`config.mk`:
```
export PLATFORM = sky130hd
export DESIGN_NAME = encoder_delta_speed_average
export DESIGN_NICKNAME = d
export VERILOG_FILES = /design/src/sv/encds_pkg.sv /design/src/sv/encds_ram.sv /design/src/sv/encds_avg.sv /design/src/sv/encoder_delta_speed_average.sv
export SDC_FILE = /design/constraint.sdc
export NUM_CORES = 1
export LEC_CHECK = 0
export ABC_AREA = 1
export BUFFER_PORTS_ARGS = -buffer_cell sky130_fd_sc_hd__buf_4
export CAP_MARGIN = 20
export CORE_UTILIZATION = 50
export CTS_CLUSTER_DIAMETER = 100
export DETAILED_ROUTE_END_ITERATION = 10
export GPL_ROUTABILITY_DRIVEN = 0
export GPL_TIMING_DRIVEN = 1
export MAX_ROUTING_LAYER = met4
export PLACE_DENSITY = 0.67
export SETUP_SLACK_MARGIN = 0.3
export SYNTH_ARGS = -nofsm -noshare
export SYNTH_HDL_FRONTEND = slang
export SYNTH_HIERARCHICAL = 1
export SYNTH_SLANG_ARGS = --single-unit
```
`constraint.sdc`:
```
create_clock -name clk -period 7.65 [get_ports clk]
set_input_delay 1.1475 -clock clk [delete_from_list [all_inputs] [get_ports clk]]
set_output_delay 1.1475 -clock clk [all_outputs]
set_load 0.02 [all_outputs]
```
`src/sv/encds_pkg.sv`:
```
// ----------------------------------------------------------------------------
// encds_pkg
// shared widths, stream layout and the per-motor state record
// ----------------------------------------------------------------------------
package encds_pkg;

  localparam int SAMPLE_W   = 16;  // raw encoder counter
  localparam int DELTA_W    = 16;  // signed tick difference
  localparam int COUNT_W    = 32;  // wrapping position count
  localparam int AVG_W      = 18;  // window mean, two fraction bits
  localparam int SUM_W      = 20;  // window sum, wide enough for sixteen deltas

  localparam int IN_DATA_W  = 16;
  localparam int IN_USER_W  = 1;
  localparam int OUT_DATA_W = 72;  // 66 payload bits padded to whole bytes
  localparam int OUT_USER_W = 1;
  localparam int OUT_PAD_W  = OUT_DATA_W - DELTA_W - COUNT_W - AVG_W;

  // one entry of the per-motor state memory
  typedef struct packed {
    logic [SAMPLE_W-1:0]     prev;
    logic [COUNT_W-1:0]      total;
    logic signed [SUM_W-1:0] sum;
  } motor_state_t;

  localparam int STATE_W = $bits(motor_state_t);

endpackage

```
`src/sv/encds_ram.sv`:
```
// ----------------------------------------------------------------------------
// encds_ram
// generic single-write, single-read ram with registered read data
// ----------------------------------------------------------------------------
module encds_ram #(
  parameter int WIDTH  = 8,
  parameter int DEPTH  = 16,
  parameter int ADDR_W = (DEPTH > 1) ? $clog2(DEPTH) : 1
) (
  input  logic              clk,
  input  logic              wr_en,
  input  logic [ADDR_W-1:0] wr_addr,
  input  logic [WIDTH-1:0]  wr_data,
  input  logic              rd_en,
  input  logic [ADDR_W-1:0] rd_addr,
  output logic [WIDTH-1:0]  rd_data
);

  logic [WIDTH-1:0] mem [DEPTH];
  logic [WIDTH-1:0] rd_data_r;

  always_ff @(posedge clk) begin
    if (wr_en) begin
      mem[wr_addr] <= wr_data;
    end
    if (rd_en) begin
      rd_data_r <= mem[rd_addr];
    end
  end

  assign rd_data = rd_data_r;

endmodule

```
`src/sv/encds_avg.sv`:
```
// ----------------------------------------------------------------------------
// encds_avg
// scales the window sum to the mean with two fraction bits, floor rounding
// ----------------------------------------------------------------------------
module encds_avg #(
  parameter int WINDOW = 4
) (
  input  logic signed [encds_pkg::SUM_W-1:0] sum_i,
  output logic [encds_pkg::AVG_W-1:0]        avg_o
);

  import encds_pkg::*;

  // bias the scaled sum so the divide works on a non-negative value
  localparam int X_W   = SUM_W + 2;
  localparam int DIV_S = X_W + 4;
  localparam int Bias  = 2 ** (AVG_W - 1);
  localparam logic [X_W-1:0] Offset = X_W'(WINDOW * Bias);
  localparam bit PowTwo = ((WINDOW & (WINDOW - 1)) == 0);

  logic [X_W-1:0]   biased;
  logic [AVG_W-1:0] quot;

  assign biased = {sum_i, 2'b00} + Offset;

  if (PowTwo) begin : g_shift
    localparam int LogW = $clog2(WINDOW);
    assign quot = AVG_W'(biased >> LogW);
  end else begin : g_mult
    // reciprocal multiply, exact for every biased value below 2**X_W
    localparam logic [DIV_S-1:0] DivM = DIV_S'((2 ** DIV_S + WINDOW - 1) / WINDOW);
    logic [X_W+DIV_S-1:0] prod;
    assign prod = (X_W + DIV_S)'(biased) * (X_W + DIV_S)'(DivM);
    assign quot = prod[DIV_S +: AVG_W];
  end

  assign avg_o = quot - AVG_W'(Bias);

endmodule

```
`src/sv/encoder_delta_speed_average.sv`:
```
// ----------------------------------------------------------------------------
// encoder_delta_speed_average
// per-motor encoder delta, wrapping position and moving-average speed
// ----------------------------------------------------------------------------
// Takes one encoder counter sample per beat, tagged with its motor number on
// in_tuser, and returns one result beat per sample: the signed tick delta
// against that motor's previous sample, the wrapping 32-bit position and the
// mean of the last WINDOW deltas with two fraction bits. A new sample is taken
// every cycle while stage 1 or the output register is free or the result is
// taken. Each sample passes the registered state memory read, then stage 1,
// which updates the motor's entry and writes it back, then the output register;
// a forwarding register lets one motor's samples go back to back. The
// window mean is kept as a running sum, so one read of the oldest ring entry
// per sample is enough. Samples whose motor number is not below MOTORS are
// accepted and dropped without any result. All per-motor state reads as zero
// right after reset through valid bits; there is no clearing pass.
// ----------------------------------------------------------------------------
module encoder_delta_speed_average #(
  parameter int MOTORS = 2,
  parameter int WINDOW = 4
) (
  input  logic                              clk,
  input  logic                              rst_n,
  // input stream
  input  logic                              in_tvalid,
  output logic                              in_tready,
  input  logic [encds_pkg::IN_DATA_W-1:0]   in_tdata,   // [15:0] counter_sample
  input  logic [encds_pkg::IN_USER_W-1:0]   in_tuser,   // [0] motor_number
  // result stream
  output logic                              out_tvalid,
  input  logic                              out_tready,
  output logic [encds_pkg::OUT_DATA_W-1:0]  out_tdata,  // [15:0] tick_delta,
                                                        // [47:16] absolute_count,
                                                        // [65:48] speed_average_q2,
                                                        // [71:66] zero
  output logic [encds_pkg::OUT_USER_W-1:0]  out_tuser   // [0] motor_tag
);

  import encds_pkg::*;

  localparam int MIDX_W      = (MOTORS > 1) ? $clog2(MOTORS) : 1;
  localparam int SLOT_W      = $clog2(WINDOW);
  localparam int STATE_DEPTH = 2 ** MIDX_W;
  localparam int RING_AW     = MIDX_W + SLOT_W;
  localparam int RING_DEPTH  = 2 ** RING_AW;
  localparam logic [SLOT_W-1:0] SLOT_LAST = SLOT_W'(WINDOW - 1);

  // --------------------------------------------------------------------------
  // accept side
  // --------------------------------------------------------------------------
  logic              in_beat;
  logic              in_range;
  logic              launch;
  logic [MIDX_W-1:0] in_idx;
  logic [RING_AW-1:0] in_ring_addr;

  // stage 1 (memory data valid) and output register
  logic               s1_v_r, s1_v_nxt;
  logic [MIDX_W-1:0]  s1_idx_r;
  logic [SLOT_W-1:0]  s1_slot_r;
  logic [SAMPLE_W-1:0] s1_sample_r;
  logic               s1_adv;

  logic               out_v_r, out_v_nxt;
  logic [OUT_USER_W-1:0] out_tag_r;
  logic [DELTA_W-1:0] out_delta_r;
  logic [COUNT_W-1:0] out_count_r;
  logic [AVG_W-1:0]   out_avg_r;

  // next ring slot per motor, kept in flops so the ring address is known
  // at accept time
  logic [SLOT_W-1:0]  slot_r [STATE_DEPTH];
  logic [SLOT_W-1:0]  slot_cur;
  logic [SLOT_W-1:0]  slot_nxt;

  assign in_beat      = in_tvalid && in_tready;
  assign in_range     = (32'(in_tuser) < 32'(MOTORS));
  assign launch       = in_beat && in_range;
  assign in_idx       = MIDX_W'(in_tuser);
  assign slot_cur     = slot_r[in_idx];
  assign slot_nxt     = (slot_cur == SLOT_LAST) ? '0 : slot_cur + 1'b1;
  assign in_ring_addr = {in_idx, slot_cur};

  // stage 1 moves on when the output register is free or being drained
  assign s1_adv    = s1_v_r && (!out_v_r || out_tready);
  assign in_tready = !s1_v_r || !out_v_r || out_tready;

  always_ff @(posedge clk) begin
    if (!rst_n) begin
      for (int i = 0; i < STATE_DEPTH; i++) begin
        slot_r[i] <= '0;
      end
    end else if (launch) begin
      slot_r[in_idx] <= slot_nxt;
    end
  end

  // --------------------------------------------------------------------------
  // state and ring memories
  // --------------------------------------------------------------------------
  motor_state_t        st_rdata;
  motor_state_t        st_wdata;
  logic [DELTA_W-1:0]  ring_rdata;
  logic [RING_AW-1:0]  s1_ring_addr;
  logic [DELTA_W-1:0]  delta;

  assign s1_ring_addr = {s1_idx_r, s1_slot_r};

  encds_ram #(
    .WIDTH (STATE_W),
    .DEPTH (STATE_DEPTH)
  ) u_state_ram (
    .clk     (clk),
    .wr_en   (s1_adv),
    .wr_addr (s1_idx_r),
    .wr_data (st_wdata),
    .rd_en   (launch),
    .rd_addr (in_idx),
    .rd_data (st_rdata)
  );

  encds_ram #(
    .WIDTH (DELTA_W),
    .DEPTH (RING_DEPTH)
  ) u_ring_ram (
    .clk     (clk),
    .wr_en   (s1_adv),
    .wr_addr (s1_ring_addr),
    .wr_data (delta),
    .rd_en   (launch),
    .rd_addr (in_ring_addr),
    .rd_data (ring_rdata)
  );

  // valid bits: an entry never written reads as zero
  logic [STATE_DEPTH-1:0] st_vld_r;
  logic [RING_DEPTH-1:0]  ring_vld_r;

  // last write, forwarded to a read issued on the same edge
  logic               fwd_v_r;
  logic [MIDX_W-1:0]  fwd_idx_r;
  motor_state_t       fwd_st_r;
  logic [RING_AW-1:0] fwd_ring_addr_r;
  logic [DELTA_W-1:0] fwd_delta_r;

  // --------------------------------------------------------------------------
  // read-modify-write in stage 1
  // --------------------------------------------------------------------------
  motor_state_t       cur_st;
  logic [DELTA_W-1:0] old_delta;
  logic [AVG_W-1:0]   avg_s1;

  always_comb begin
    if (fwd_v_r && (fwd_idx_r == s1_idx_r)) begin
      cur_st = fwd_st_r;
    end else if (st_vld_r[s1_idx_r]) begin
      cur_st = st_rdata;
    end else begin
      cur_st = '0;
    end

    if (fwd_v_r && (fwd_ring_addr_r == s1_ring_addr)) begin
      old_delta = fwd_delta_r;
    end else if (ring_vld_r[s1_ring_addr]) begin
      old_delta = ring_rdata;
    end else begin
      old_delta = '0;
    end

    // wrap-around difference, read as two's complement
    delta = s1_sample_r - cur_st.prev;

    st_wdata.prev  = s1_sample_r;
    st_wdata.total = cur_st.total
                   + {{(COUNT_W - DELTA_W){delta[DELTA_W-1]}}, delta};
    // running window sum: add the new delta, drop the one it replaces
    st_wdata.sum   = cur_st.sum
                   + {{(SUM_W - DELTA_W){delta[DELTA_W-1]}}, delta}
                   - {{(SUM_W - DELTA_W){old_delta[DELTA_W-1]}}, old_delta};
  end

  encds_avg #(
    .WINDOW (WINDOW)
  ) u_avg (
    .sum_i (st_wdata.sum),
    .avg_o (avg_s1)
  );

  // --------------------------------------------------------------------------
  // control registers
  // --------------------------------------------------------------------------
  always_comb begin
    if (in_beat) begin
      s1_v_nxt = in_range;
    end else if (s1_adv) begin
      s1_v_nxt = 1'b0;
    end else begin
      s1_v_nxt = s1_v_r;
    end

    if (s1_adv) begin
      out_v_nxt = 1'b1;
    end else if (out_tready) begin
      out_v_nxt = 1'b0;
    end else begin
      out_v_nxt = out_v_r;
    end
  end

  always_ff @(posedge clk) begin
    if (!rst_n) begin
      s1_v_r     <= 1'b0;
      out_v_r    <= 1'b0;
      fwd_v_r    <= 1'b0;
      st_vld_r   <= '0;
      ring_vld_r <= '0;
    end else begin
      s1_v_r  <= s1_v_nxt;
      out_v_r <= out_v_nxt;
      if (s1_adv) begin
        fwd_v_r                  <= 1'b1;
        st_vld_r[s1_idx_r]       <= 1'b1;
        ring_vld_r[s1_ring_addr] <= 1'b1;
      end
    end
  end

  // --------------------------------------------------------------------------
  // payload registers
  // --------------------------------------------------------------------------
  always_ff @(posedge clk) begin
    if (launch) begin
      s1_idx_r    <= in_idx;
      s1_slot_r   <= slot_cur;
      s1_sample_r <= in_tdata[SAMPLE_W-1:0];
    end
    if (s1_adv) begin
      fwd_idx_r       <= s1_idx_r;
      fwd_st_r        <= st_wdata;
      fwd_ring_addr_r <= s1_ring_addr;
      fwd_delta_r     <= delta;

      out_tag_r   <= OUT_USER_W'(s1_idx_r);
      out_delta_r <= delta;
      out_count_r <= st_wdata.total;
      out_avg_r   <= avg_s1;
    end
  end

  assign out_tvalid = out_v_r;
  assign out_tuser  = out_tag_r;
  assign out_tdata  = {{OUT_PAD_W{1'b0}}, out_avg_r, out_count_r, out_delta_r};

endmodule

```
==> results.md <==
- R2R cell count: 27
- Power share of the combinational group: 26.5%
- Clock-pin slew on the worst setup and hold paths: 60 ps
- Crit-path slowest cell: edfxtp_1
- Clock Power Share: 27.8%
- CP arrival: 6390 ps
- Worst Hold Class: reg2reg
- Sequential share of power: 45.7%
- WP data required: 8040 ps
- Clock Latency Late Sink: 600 ps
- Outcome: finished, final reports clean
- WL met3: 3.24 mm
- Fin. Hold Viols: 0
- Post-route setup slack: 1650 ps
- FF-to-FF setup slack: 1650 ps
- P_leak: 10.9 nW
- Yosys warnings: 6
- Die area: 46700 um^2
- Measured slew at the worst slew-check pin: 1100 ps
- Number of buffers added on ports: 89
- Via density: 5.23
- Mapped Avg Cell Area: 10.5 um^2
- Internal power: 5.47 mW
- RSZ-0062 raised after global routing: false
- First-pass GRT wire length: 79.9 mm
- Startpoint types: flop
- Number of global-route vias before repair: 14459
- Area occupied by multi-input gates: 6830 um^2
- Met2 WL post-DR: 24.1 mm
- Worst path max stage delay: 750 ps
- Area growth syn-to-layout: 10.6%
- Post-cts sizing count: 0
- CP endpoint kind: flop
- Power density over cell area: 317 nW/um^2
- Post-CTS setup repair buffer count: 0
- Final ANT Viol Nets: 0
- Post-placement cell count: 2781
- Max clock buf depth: 3
- M1 WL: 22.0 mm
- Crit Path Category: reg2reg
- Most used cell, CP: nand2_1
- CTS root buf: clkbuf_16
- CP delay by family, top: adder cells
- Via Count: 15009
- Area occupied by registers: 14300 um^2
- Overflow after GRT: 0
- Pre-CTS setup slack: 1650 ps
- WHS Path Cells: 2
- CTS tree: yes
- Crit-path max FO: 47
- Switching Fraction: 32.0%
- Non-Filler Instances: 2869
- Placeable core area: 45300 um^2
- Fraction of layout cells with a size suffix above 1: 10.9%
- Die width: 216 um
- Drt first-iter violations: 1418
- Wire length per cell: 17.8 um
- DIE HEIGHT: 216 um
- Maximum VDD drop: 0.175 mV
- Net count, final: 2337
- R2R Path End: u_state_ram/mem[0][17]$_DFFE_PP_
- Switching power: 2.58 mW
- Num ports: 96
- Final worst-path cycle share: 78.4%
- Max_slew headroom: 26.5%
- Post-DP HPWL: 32.5 mm
- Gr usage total: 22.9%
- # fillers: 3802
- CTS H-tree depth: 2
- Max-slew violations: 0
- First-pass iteration count of the detailed router: 8
- Fmax: 0.167 GHz
- Largest net degree at the start of global routing: 69
- Starting Density: 50.6%
- DRC: 0
- Highest metal used: met4
- Total Power: 8.04 mW
- Worst Clk Skew: 17.2 ps
- Cell row count: 78
- Post-Synthesis Cells: 2175
- Final Util: 56.0%
- Origin of the critical flop-to-flop path: s1_idx_r$_DFFE_PP_
- Antenna cells: 0
- Initial antenna violation count: 0
- Period minus WS final: 6000 ps
- Maxcap violations: 0
- Final setup violation count: 0
- Setup TNS: 0 ps
- Worst Setup SP: s1_idx_r$_DFFE_PP_
- CTS buffer count: 50
- Final WL: 51.0 mm
- CTS Hold Buffers Added: 0
- Critical path buffer and inverter count: 5
- Hold_sp: st_vld_r[1]$_SDFFE_PN0P_
- Worst hold endpoint: st_vld_r[1]$_SDFFE_PN0P_
- Sinks on Clock Net: 481
- Cell area after synthesis: 22900 um^2
how the worst max path moves through the flow:
stage | to | slack [ps] | cells past startpoint
6_report | u_state_ram/mem[0][17]$_DFFE_PP_ | 1650 | 27
5_1_grt | u_state_ram/mem[0][17]$_DFFE_PP_ | 1050 | 27
2_1_floorplan | slot_r[0][0]$_SDFFCE_PN0P_ | 930 | 6
3_5_place_dp | u_state_ram/mem[0][17]$_DFFE_PP_ | 1650 | 27
3_3_place_gp | fwd_st_r[17]$_DFFE_PP_ | 1720 | 27
4_1_cts | u_state_ram/mem[0][17]$_DFFE_PP_ | 1600 | 27
cells in the final DEF (no fill, tap or decap), drive strengths merged:
cell type  count
a21boi         3
nand4         15
edfxtp       468
fa            17
nor3b          1
clkinvlp       1
o21a           2
a31oi         14
o21bai         5
conb           6
nor2          77
xnor2         25
nor4           3
a221oi         2
a211oi         4
nor3          18
dfxtp         13
nand2        738
clkbuf        61
o211ai         1
clkinv        21
ha            65
a21o           4
a31o           1
nand3        152
xor2          28
buf          124
nand3b         1
bufinv         1
inv          269
o21ai         55
a21oi         74
power by group through the flow:
stage | logic (mW) | registers [mW] | clock network, mW
after floorplan | 1.60 | 3.75 | 0
after global placement | 2.06 | 3.72 | 0
after detailed placement | 2.11 | 3.73 | 0
after CTS | 2.12 | 3.68 | 2.28
after global routing | 2.36 | 3.70 | 2.38
final | 2.13 | 3.68 | 2.24
flip-flops by register name, indices dropped and copies added (netlist names), 4 cells and up:
name                 flops
u_state_ram/rd_data     66
s1_sample_r             16
u_ring_ram/rd_data      16
out_avg_r               18
slot_r                   4
u_ring_ram/mem         128
u_state_ram/mem        132
fwd_st_r                66
fwd_delta_r             16
ring_vld_r               8
layout make-up:
| class | count | area share [%] |
|---|---|---|
| clock inverter | 26 | 0.760 |
| multi-input combinational | 1311 | 26.9 |
| timing repair buffer | 124 | 3.75 |
| inverter | 266 | 3.99 |
| tap | 600 | 2.96 |
| clock buffer | 61 | 5.10 |
| sequential | 481 | 56.5 |
stage by stage:
step,hold slack [ps],cell area [um^2]
3_3_place_gp,450,23800
3_5_place_dp,456,23800
4_1_cts,465,25300
5_1_grt,495,25300
2_1_floorplan,432,22900
6_report,466,25300
worst register-to-register path, delay by kind of cell, from the launching register on:
family,cells,cell delay [ps]
AOI/OAI and AO/OA,7,1090
xor gates and xnor gates,2,680
adders and majority gates,3,1290
buffers and inverters,5,1000
DFF,1,750
and+or+nand+nor,10,990
per-layer routing:
metal / track usage [%] / vias to the layer above
met5: - / -
met4: 7.58 / 0
met3: 3.78 / 97
met2: 36.6 / 489
met1: 29.7 / 7157
li1: - / 7266
Power figures use the tool's default switching activity.
